--- src/sv/brl_pkg.sv ---
// ----------------------------------------------------------------------------
// Byte-range lock table package
// Shared sizes, request codes, status codes and the controller-to-datapath
// command bundle.
// ----------------------------------------------------------------------------
package brl_pkg;

  localparam int NumEntries = 16;
  localparam int OwnerBits  = 16;
  localparam int FileBits   = 16;
  localparam int IdxBits    = (NumEntries > 1) ? $clog2(NumEntries) : 1;
  localparam int PosBits    = 34;

  // Offset 2^31 - 1; a zero length reaches up to it.
  localparam longint IntMax = 64'sd2147483647;

  localparam logic [2:0] ST_OK      = 3'd0;
  localparam logic [2:0] ST_INVALID = 3'd1;
  localparam logic [2:0] ST_ACCESS  = 3'd2;
  localparam logic [2:0] ST_BLOCK   = 3'd3;
  localparam logic [2:0] ST_NOFREE  = 3'd4;
  localparam logic [2:0] ST_WAIT    = 3'd5;

  localparam logic [1:0] REQ_QUERY = 2'd0;
  localparam logic [1:0] REQ_SET   = 2'd1;
  localparam logic [1:0] REQ_SETW  = 2'd2;
  localparam logic [1:0] REQ_BAD   = 2'd3;

  // Lock kinds; an entry holding LK_UNLOCK is free.
  localparam logic [1:0] LK_UNLOCK = 2'd0;
  localparam logic [1:0] LK_READ   = 2'd1;
  localparam logic [1:0] LK_WRITE  = 2'd2;
  localparam logic [1:0] LK_BAD    = 2'd3;

  localparam logic [1:0] WH_START = 2'd0;
  localparam logic [1:0] WH_CUR   = 2'd1;
  localparam logic [1:0] WH_END   = 2'd2;
  localparam logic [1:0] WH_BAD   = 2'd3;

  // Commands from the controller.
  typedef struct packed {
    logic load;       // capture request and compute range
    logic idx_clr;    // restart scan index
    logic idx_inc;    // advance scan index
    logic do_remove;  // free current entry
    logic do_trim_lo; // entry first := last + 1
    logic do_trim_hi; // entry last := first - 1
    logic do_split;   // copy upper part into free entry, trim current
    logic do_insert;  // write new lock into first free entry
    logic set_wake;
    logic report;     // latch current entry as the conflict
  } brl_cmd_t;

  // Status back to the controller.
  typedef struct packed {
    logic       bad;       // request fails checks
    logic [2:0] bad_code;
    logic       is_query;
    logic       is_unlock;
    logic       is_setw;   // set request that may wait
    logic       last_idx;
    logic       hit;       // current entry overlaps and conflicts
    logic       covers;    // request covers whole entry
    logic       lo_cov;    // request starts at or before entry
    logic       hi_cov;    // request ends at or after entry
    logic       has_free;  // some entry currently free
  } brl_stat_t;

endpackage

--- src/sv/byte_range_lock_table.sv ---
// ----------------------------------------------------------------------------
// Byte-range lock table
// Table of record locks answering query, set and unlock requests.
// ----------------------------------------------------------------------------
// A request is taken when start is high and busy is low. The block then
// checks it, scans the table one entry per cycle in index order and strobes
// done for exactly one cycle with the result; the receiver cannot stall it.
// A request ends early on a failed check, a conflict or a missing free
// entry; otherwise the scan visits every entry. Splitting a lock during an
// unlock uses a free entry found by a priority search in the same cycle,
// so it adds no time. The table resets to all entries free; no clearing
// pass is needed.
module byte_range_lock_table (
  input  logic                          clk,
  input  logic                          rst,
  input  logic                          start,
  output logic                          busy,
  output logic                          done,
  input  logic [1:0]                    req_type,
  input  logic [1:0]                    lock_mode,
  input  logic [1:0]                    whence,
  input  logic signed [31:0]            start_req,
  input  logic signed [31:0]            length,
  input  logic [30:0]                   cur_pos,
  input  logic [30:0]                   file_size,
  input  logic [brl_pkg::OwnerBits-1:0] owner,
  input  logic [brl_pkg::FileBits-1:0]  file_id,
  input  logic                          can_read,
  input  logic                          can_write,
  input  logic                          is_regular,
  output logic [2:0]                    status,
  output logic                          conflict_found,
  output logic [1:0]                    conflict_type,
  output logic signed [32:0]            conflict_start,
  output logic [32:0]                   conflict_length,
  output logic [brl_pkg::OwnerBits-1:0] conflict_owner,
  output logic                          wake_waiters
);

  brl_pkg::brl_cmd_t  cmd;
  brl_pkg::brl_stat_t stat;
  logic [2:0]         code;
  logic               wake;

  brl_ctrl u_ctrl (
    .clk(clk), .rst(rst), .start(start), .busy(busy), .done(done),
    .status(code), .cmd(cmd), .stat(stat)
  );

  brl_datapath u_dp (
    .clk(clk), .rst(rst), .cmd(cmd), .stat(stat),
    .req_type(req_type), .lock_mode(lock_mode), .whence(whence),
    .start_req(start_req), .length(length), .cur_pos(cur_pos),
    .file_size(file_size), .owner(owner), .file_id(file_id),
    .can_read(can_read), .can_write(can_write), .is_regular(is_regular),
    .rep_type(conflict_type), .rep_start(conflict_start),
    .rep_length(conflict_length), .rep_owner(conflict_owner),
    .rep_found(conflict_found), .wake(wake)
  );

  // The controller already tells would-block from must-wait.
  // Wake-up is only reported for unlock requests.
  assign status = code;
  assign wake_waiters = wake && stat.is_unlock &&
                        (code == brl_pkg::ST_OK || code == brl_pkg::ST_NOFREE);

endmodule

--- src/sv/brl_datapath.sv ---
// ----------------------------------------------------------------------------
// Byte-range lock datapath
// Holds the request, the lock table and the conflict report.
// ----------------------------------------------------------------------------
module brl_datapath (
  input  logic                          clk,
  input  logic                          rst,
  input  brl_pkg::brl_cmd_t             cmd,
  output brl_pkg::brl_stat_t            stat,
  input  logic [1:0]                    req_type,
  input  logic [1:0]                    lock_mode,
  input  logic [1:0]                    whence,
  input  logic signed [31:0]            start_req,
  input  logic signed [31:0]            length,
  input  logic [30:0]                   cur_pos,
  input  logic [30:0]                   file_size,
  input  logic [brl_pkg::OwnerBits-1:0] owner,
  input  logic [brl_pkg::FileBits-1:0]  file_id,
  input  logic                          can_read,
  input  logic                          can_write,
  input  logic                          is_regular,
  output logic [1:0]                    rep_type,
  output logic signed [32:0]            rep_start,
  output logic [32:0]                   rep_length,
  output logic [brl_pkg::OwnerBits-1:0] rep_owner,
  output logic                          rep_found,
  output logic                          wake
);

  localparam int P = brl_pkg::PosBits;
  localparam int N = brl_pkg::NumEntries;
  localparam int I = brl_pkg::IdxBits;

  logic [1:0]                    r_req, r_lt;
  logic [brl_pkg::OwnerBits-1:0] r_own;
  logic [brl_pkg::FileBits-1:0]  r_fid;
  logic signed [P-1:0]           first, last;
  logic                          bad;
  logic [2:0]                    bad_code;

  logic [1:0]                    e_type  [N];
  logic [brl_pkg::OwnerBits-1:0] e_owner [N];
  logic [brl_pkg::FileBits-1:0]  e_file  [N];
  logic signed [P-1:0]           e_first [N];
  logic signed [P-1:0]           e_last  [N];

  logic [I-1:0] idx;
  logic [I-1:0] free_idx;
  logic         free_any;

  // Range and checks from the raw inputs.
  logic signed [P-1:0] org, first_c, last_c;
  logic [2:0]          code_c;
  always_comb begin
    case (whence)
      brl_pkg::WH_START: org = '0;
      brl_pkg::WH_CUR:   org = P'({1'b0, cur_pos});
      brl_pkg::WH_END:   org = P'({1'b0, file_size});
      default:           org = '0;
    endcase
    first_c = org + P'(start_req);
    last_c  = (length == 32'sd0) ? P'(brl_pkg::IntMax) : first_c + P'(length) - P'(1);
    code_c = brl_pkg::ST_OK;
    if (lock_mode == brl_pkg::LK_BAD || req_type == brl_pkg::REQ_BAD ||
        (req_type == brl_pkg::REQ_QUERY && lock_mode == brl_pkg::LK_UNLOCK) ||
        !is_regular)
      code_c = brl_pkg::ST_INVALID;
    else if (req_type != brl_pkg::REQ_QUERY &&
             ((lock_mode == brl_pkg::LK_READ && !can_read) ||
              (lock_mode == brl_pkg::LK_WRITE && !can_write)))
      code_c = brl_pkg::ST_ACCESS;
    else if (whence == brl_pkg::WH_BAD || last_c < first_c)
      code_c = brl_pkg::ST_INVALID;
  end

  // First free entry (priority search over valid codes).
  always_comb begin
    free_any = 1'b0;
    free_idx = '0;
    for (int k = N - 1; k >= 0; k--) begin
      if (e_type[k] == brl_pkg::LK_UNLOCK) begin
        free_any = 1'b1;
        free_idx = I'(k);
      end
    end
  end

  logic ovl, cand;
  always_comb begin
    ovl = !(last < e_first[idx] || first > e_last[idx]);
    cand = e_type[idx] != brl_pkg::LK_UNLOCK && e_file[idx] == r_fid && ovl &&
           !(r_lt == brl_pkg::LK_READ && e_type[idx] == brl_pkg::LK_READ) &&
           !(r_lt != brl_pkg::LK_UNLOCK && e_owner[idx] == r_own);
    stat.bad        = bad;
    stat.bad_code   = bad_code;
    stat.is_query   = r_req == brl_pkg::REQ_QUERY;
    stat.is_unlock  = r_lt == brl_pkg::LK_UNLOCK;
    stat.is_setw    = r_req == brl_pkg::REQ_SETW;
    stat.last_idx   = idx == I'(N - 1);
    stat.hit        = cand;
    stat.lo_cov     = first <= e_first[idx];
    stat.hi_cov     = last >= e_last[idx];
    stat.covers     = stat.lo_cov && stat.hi_cov;
    stat.has_free   = free_any;
  end

  logic signed [P-1:0] len_c;
  assign len_c = e_last[idx] - e_first[idx] + P'(1);

  always_ff @(posedge clk) begin
    if (rst) begin
      for (int k = 0; k < N; k++) e_type[k] <= brl_pkg::LK_UNLOCK;
      idx       <= '0;
      wake      <= 1'b0;
      rep_found <= 1'b0;
      bad       <= 1'b0;
    end else begin
      if (cmd.load) begin
        r_req <= req_type;  r_lt <= lock_mode;
        r_own <= owner;     r_fid <= file_id;
        first <= first_c;   last <= last_c;
        bad <= code_c != brl_pkg::ST_OK;
        bad_code <= code_c;
        wake <= 1'b0;
        rep_found <= 1'b0;
        rep_type <= '0; rep_start <= '0; rep_length <= '0; rep_owner <= '0;
      end
      if (cmd.idx_clr) idx <= '0;
      else if (cmd.idx_inc) idx <= idx + I'(1);
      if (cmd.set_wake) wake <= 1'b1;
      if (cmd.report) begin
        rep_found  <= 1'b1;
        rep_type   <= e_type[idx];
        rep_start  <= e_first[idx][32:0];
        rep_length <= len_c[32:0];
        rep_owner  <= e_owner[idx];
      end
      if (cmd.do_remove) e_type[idx] <= brl_pkg::LK_UNLOCK;
      if (cmd.do_trim_lo) e_first[idx] <= last + P'(1);
      if (cmd.do_trim_hi) e_last[idx] <= first - P'(1);
      if (cmd.do_split) begin
        e_type[free_idx]  <= e_type[idx];
        e_owner[free_idx] <= e_owner[idx];
        e_file[free_idx]  <= e_file[idx];
        e_first[free_idx] <= last + P'(1);
        e_last[free_idx]  <= e_last[idx];
        e_last[idx]       <= first - P'(1);
      end
      // A set request leaves the table untouched during its scan, so the
      // first free entry now is the first free entry the scan passed.
      if (cmd.do_insert) begin
        e_type[free_idx]  <= r_lt;
        e_owner[free_idx] <= r_own;
        e_file[free_idx]  <= r_fid;
        e_first[free_idx] <= first;
        e_last[free_idx]  <= last;
      end
    end
  end

`ifndef NO_ASSERTIONS
  a_split_free: assert property (@(posedge clk) disable iff (rst)
    cmd.do_split |-> free_any) else $error("split without free entry");
  a_insert_ok: assert property (@(posedge clk) disable iff (rst)
    cmd.do_insert |-> free_any) else $error("insert without free slot");
  a_one_write: assert property (@(posedge clk) disable iff (rst)
    $onehot0({cmd.do_remove, cmd.do_trim_lo, cmd.do_trim_hi, cmd.do_split,
              cmd.do_insert}))
    else $error("several table writes at once");
`endif

endmodule

--- src/sv/brl_ctrl.sv ---
// ----------------------------------------------------------------------------
// Byte-range lock controller
// Sequences check, table scan, update and result strobe.
// ----------------------------------------------------------------------------
module brl_ctrl (
  input  logic               clk,
  input  logic               rst,
  input  logic               start,
  output logic               busy,
  output logic               done,
  output logic [2:0]         status,
  output brl_pkg::brl_cmd_t  cmd,
  input  brl_pkg::brl_stat_t stat
);

  localparam logic [1:0] S_IDLE = 2'd0;
  localparam logic [1:0] S_SCAN = 2'd1;
  localparam logic [1:0] S_FIN  = 2'd2;

  logic [1:0] state, state_next;
  logic [2:0] code, code_next;

  assign busy = state != S_IDLE;

  always_comb begin
    cmd = '0;
    state_next = state;
    code_next = code;
    done = 1'b0;
    case (state)
      S_IDLE: begin
        if (start) begin
          cmd.load = 1'b1;
          cmd.idx_clr = 1'b1;
          code_next = brl_pkg::ST_OK;
          state_next = S_SCAN;
        end
      end
      S_SCAN: begin
        if (stat.bad) begin
          code_next = stat.bad_code;
          state_next = S_FIN;
        end else if (stat.hit && !stat.is_unlock) begin
          cmd.report = 1'b1;
          if (!stat.is_query)
            code_next = stat.is_setw ? brl_pkg::ST_WAIT : brl_pkg::ST_BLOCK;
          state_next = S_FIN;
        end else begin
          cmd.idx_inc = 1'b1;
          if (stat.hit) begin
            cmd.set_wake = 1'b1;
            if (stat.covers) cmd.do_remove = 1'b1;
            else if (stat.lo_cov) cmd.do_trim_lo = 1'b1;
            else if (stat.hi_cov) cmd.do_trim_hi = 1'b1;
            else if (stat.has_free) cmd.do_split = 1'b1;
            else begin
              cmd.idx_inc = 1'b0;
              cmd.set_wake = 1'b0;
              code_next = brl_pkg::ST_NOFREE;
              state_next = S_FIN;
            end
          end
          if (cmd.idx_inc && stat.last_idx) begin
            state_next = S_FIN;
            if (!stat.is_query && !stat.is_unlock) begin
              if (stat.has_free) cmd.do_insert = 1'b1;
              else code_next = brl_pkg::ST_NOFREE;
            end
          end
        end
      end
      S_FIN: begin
        done = 1'b1;
        state_next = S_IDLE;
      end
      default: state_next = S_IDLE;
    endcase
  end

  assign status = code;

  always_ff @(posedge clk) begin
    if (rst) begin
      state <= S_IDLE;
      code <= brl_pkg::ST_OK;
    end else begin
      state <= state_next;
      code <= code_next;
    end
  end

`ifndef NO_ASSERTIONS
  a_done_fin: assert property (@(posedge clk) disable iff (rst)
    done |=> !busy) else $error("busy after result");
  a_load_idle: assert property (@(posedge clk) disable iff (rst)
    cmd.load |-> state == S_IDLE) else $error("load outside idle");
  a_scan_next: assert property (@(posedge clk) disable iff (rst)
    ($past(cmd.load) && !$past(rst)) |-> state == S_SCAN)
    else $error("no scan after load");
`endif

endmodule
--- config.mk ---
export PLATFORM = sky130hd
export DESIGN_NAME = byte_range_lock_table
export DESIGN_NICKNAME = d
export VERILOG_FILES = /design/src/sv/brl_pkg.sv /design/src/sv/byte_range_lock_table.sv /design/src/sv/brl_datapath.sv /design/src/sv/brl_ctrl.sv
export SDC_FILE = /design/constraint.sdc
export NUM_CORES = 2
export LEC_CHECK = 0
export BUFFER_PORTS_ARGS = -buffer_cell sky130_fd_sc_hd__buf_2
export CELL_PAD_IN_SITES_DETAIL_PLACEMENT = 1
export CELL_PAD_IN_SITES_GLOBAL_PLACEMENT = 1
export CORE_ASPECT_RATIO = 1.4
export CORE_MARGIN = 5
export CORE_UTILIZATION = 57
export CTS_BUF_LIST = sky130_fd_sc_hd__clkbuf_2
export DETAILED_ROUTE_END_ITERATION = 6
export PLACE_DENSITY = 0.83
export RECOVER_POWER = 25
export SLEW_MARGIN = 5
export SYNTH_ARGS = -nofsm -noshare
export SYNTH_HDL_FRONTEND = slang
export SYNTH_SLANG_ARGS = --single-unit
--- constraint.sdc ---
create_clock -name clk -period 19.8 [get_ports clk]
set_input_delay 0.99 -clock clk [delete_from_list [all_inputs] [get_ports clk]]
set_output_delay 0.99 -clock clk [all_outputs]
set_load 0.02 [all_outputs]
==> impl_metrics.tcl <==
set metrics [dict create \
    outcome "finished, violations left" \
    violations "max-capacitance violations, max-slew violations" \
    max_freq_mhz 70.2 \
    path_cells "buf_12 > buf_12 > clkbuf_1 > mux4_2 > mux4_2 > inv_1 > ha_1 > a21oi_1 > nand3_1 > a221oi_1 > a21oi_1 > o221ai_1 > o211a_1 > o2111ai_1 > nand2b_1 > buf_4 > a211o_2 > buf_4 > mux2i_1" \
    grt_start_max_net_pins 116 \
    netSwitchingFraction_pct 30.4 \
    port_buffers 260 \
    antenna_found_initial 24 \
    path_class "reg2reg" \
    period_share_pct 72.0 \
    post_cts_buffers 0 \
    routabilityCongestion 0.966 \
    leakagePower_uw 0.0374 \
    seqPwrFrac_pct 54.3 \
    skew_ns 0.229 \
    synth-edff-count 1821 \
    whs_ns 0.176 \
    die-area_mm2 0.165 \
    yosysMostFrequentCell "edfxtp_1" \
    synth_area_leaders "edfxtp_1 (61%), mux4_2 (11%), mux2i_1 (7.4%)" \
    syn_avg_cell_area_um2 15.9 \
    yosysTopAreaCellShare_pct 61.2 \
    synth_top_area_cell "edfxtp_1" \
    power.density_mw_per_mm2 83.1 \
    hold_buffers 169 \
    route.vias.total 59900 \
    dieHeight_um 478 \
    slowest_delay_ns 2.56 \
    end_kind "flop" \
    final-hold-violation-count 0 \
    floorplan.die.width_um 345 \
    critPathArrivalTime_ns 15.69 \
    htree_levels 5 \
    crit_family "buffers and inverters" \
    cp_num_buf_inv 6 \
    grt_pass1_vias 63400 \
    drv_cap 11 \
    drc 0 \
    clk_latency_ns 1.95 \
    ir_worst_vdd_mv 0.0614 \
    ys_seq_area_share_pct 61.6 \
    drtAntennaViolNets 0 \
    grt.overflow.total 0 \
    numCtsBuffers 422 \
    drtPass1Iterations 6 \
    worstSetupPathDepth 19 \
    cp_max_fo 115 \
    fin_nets 6827 \
    slew_violations 330 \
    drt_iter0_drc 7597 \
    netlist_instances 5613 \
    worstRegToRegCells 19 \
    setup_viol 0 \
    grt_pass1_wl_mm 448 \
    clk_path_buf_depth 4 \
    vias_per_cell 6.88 \
    p_clk_share_pct 30.8 \
    synth.distinct_cells 89 \
    synthArstFlopShare_pct 0 \
    synth_common_cells "edfxtp_1 (1821), mux2i_1 (656), mux4_2 (447)" \
    syn_nets 6122 \
    internal-power_uw 5690 \
    root_buffer "clkbuf_2" \
    coreArea_mm2 0.156 \
    hold_class "in2reg" \
    power_uw 8170 \
    setup_tns_ns 0 \
    slew_headroom_pct -155 \
    cts_tree "built" \
    startpoint_type "flop" \
    yosysWarnings 0 \
    timing_worst_slew_pin_value_ns 3.82 \
    grt_setup_unrepaired "no" \
    synth_ff_type "edfxtp_1" \
    wl_per_cell_um 36.4 \
    start_util_pct 57.1 \
    clk_pin_slew_ns 0.11 \
    ys_ff_latch 1837 \
    power_switching_uw 2480 \
    grt_use_total_pct 38.1 \
    comb_power_share_pct 14.9 \
    cp_slowest_cell "clkbuf_1" \
    fin_crit_ns 14.25 \
    layout-drive-gt1-share_pct 23.4 \
    hold_depth 7 \
    area_growth_pct 10.2 \
    drt_wl_total_mm 317 \
    io-pin-count 261 \
    cts_sinks 1837 \
    syn_area_mm2 0.0893 \
    cts-resized-gates 0 \
    dp_hpwl_mm 187 \
    placementRows 172 \
    required_ns 21.24 \
]
[state kept, by name (all words and copies together), names as in the netlist, 3 cells and up, named ones only]
signal and cells:
u_ctrl.status 3, u_dp.e_file 256, u_dp.e_first 544, u_dp.e_last 544
u_dp.e_owner 256, u_dp.e_type 32, u_dp.first 33, u_dp.idx 4
u_dp.last 34, u_dp.r_fid 16, u_dp.r_own 16, u_dp.rep_length 33
u_dp.rep_owner 16, u_dp.rep_start 33
[placed cells by master, fill, tap and decap left out, types with 119 or more instances in the layout]
cell | Yosys | routed
clkbuf_2 | 0 | 595
edfxtp_1 | 1821 | 1821
buf_4 | 46 | 134
o21ai_0 | 137 | 119
inv_1 | 244 | 244
nor2_1 | 298 | 281
a21oi_1 | 146 | 146
dlygate4sd3_1 | 0 | 169
buf_2 | 79 | 156
mux4_2 | 447 | 447
mux2i_1 | 656 | 648
nand2_1 | 225 | 225
clkbuf_1 | 119 | 135
ha_1 | 336 | 336
[kinds of logic after synthesis]
logic type,after synthesis,share of synthesized area (%)
buffers and inverters,561,3.05
xor gates and xnor gates,184,1.80
DFF,1837,61.6
AOI/OAI and AO/OA,636,4.70
muxes,1155,19.3
adders and majority gates,339,4.77
and+or+nand+nor,901,4.77
[cell type report]
type | count | area [um2]
fill | 14500 | 58100
sequential | 1837 | 55000
multi-input combinational | 3215 | 32200
timing repair buffer | 597 | 4050
clock buffer | 595 | 2980
tap | 2088 | 2610
inverter | 245 | 920
clock inverter | 111 | 569
antenna | 19 | 47.5
[power groups by stage]
| stage | Combinational (uW) | Sequential [uW] | Clock [uW] |
|---|---|---|---|
| floorplan | 730 | 4500 | 0 |
| global placement | 1100 | 4520 | 0 |
| detailed placement | 1140 | 4520 | 0 |
| CTS | 1190 | 4430 | 2430 |
| global route | 1310 | 4440 | 2750 |
| finish | 1220 | 4440 | 2510 |
[final timing paths]
path	start	to	slack, ns
max	flop	u_dp.e_last[13][10]	5.55
min	length[30]	u_dp.last[32]	0.18
max reg2reg	flop	u_dp.e_last[13][10]	5.55
min reg2reg	u_dp.rep_found	u_dp.rep_found	0.48
[metal layers]
layer | track usage (%) | share of wire, % | up-vias
met1 | 43.9 | 33 | 30200
met3 | 9.96 | 11 | 1420
met5 | 0 | 0.034 | -
li1 | - | - | 23700
met4 | 26.3 | 8.8 | 18
met2 | 62.4 | 48 | 4618
[metrics by stage]
step,util (%),setup slack [ns],cell area (um2),std cells
5_1_grt,62.9,4.67,98400,8698
2_1_floorplan,-,9.80,89300,5613
4_1_cts,62.9,9.52,98500,8687
6_report,62.9,5.55,98400,8707
3_3_place_gp,59.6,9.91,93200,7812
3_5_place_dp,59.6,9.60,93200,7812
[worst reg2reg max path, cell delays in order (launching register included)]
cell and delay, ns:
dfxtp_1 2.26, buf_12 0.47, buf_12 0.92, clkbuf_1 2.67, mux4_2 0.75, mux4_2 0.57
inv_1 0.13, ha_1 0.28, a21oi_1 0.16, nand3_1 0.09, a221oi_1 0.27, a21oi_1 0.13
o221ai_1 0.26, o211a_1 0.37, o2111ai_1 0.31, nand2b_1 1.93, buf_4 0.75, a211o_2 0.58
buf_4 0.70, mux2i_1 0.28
Note: power is estimated with default switching activity, not from simulation.
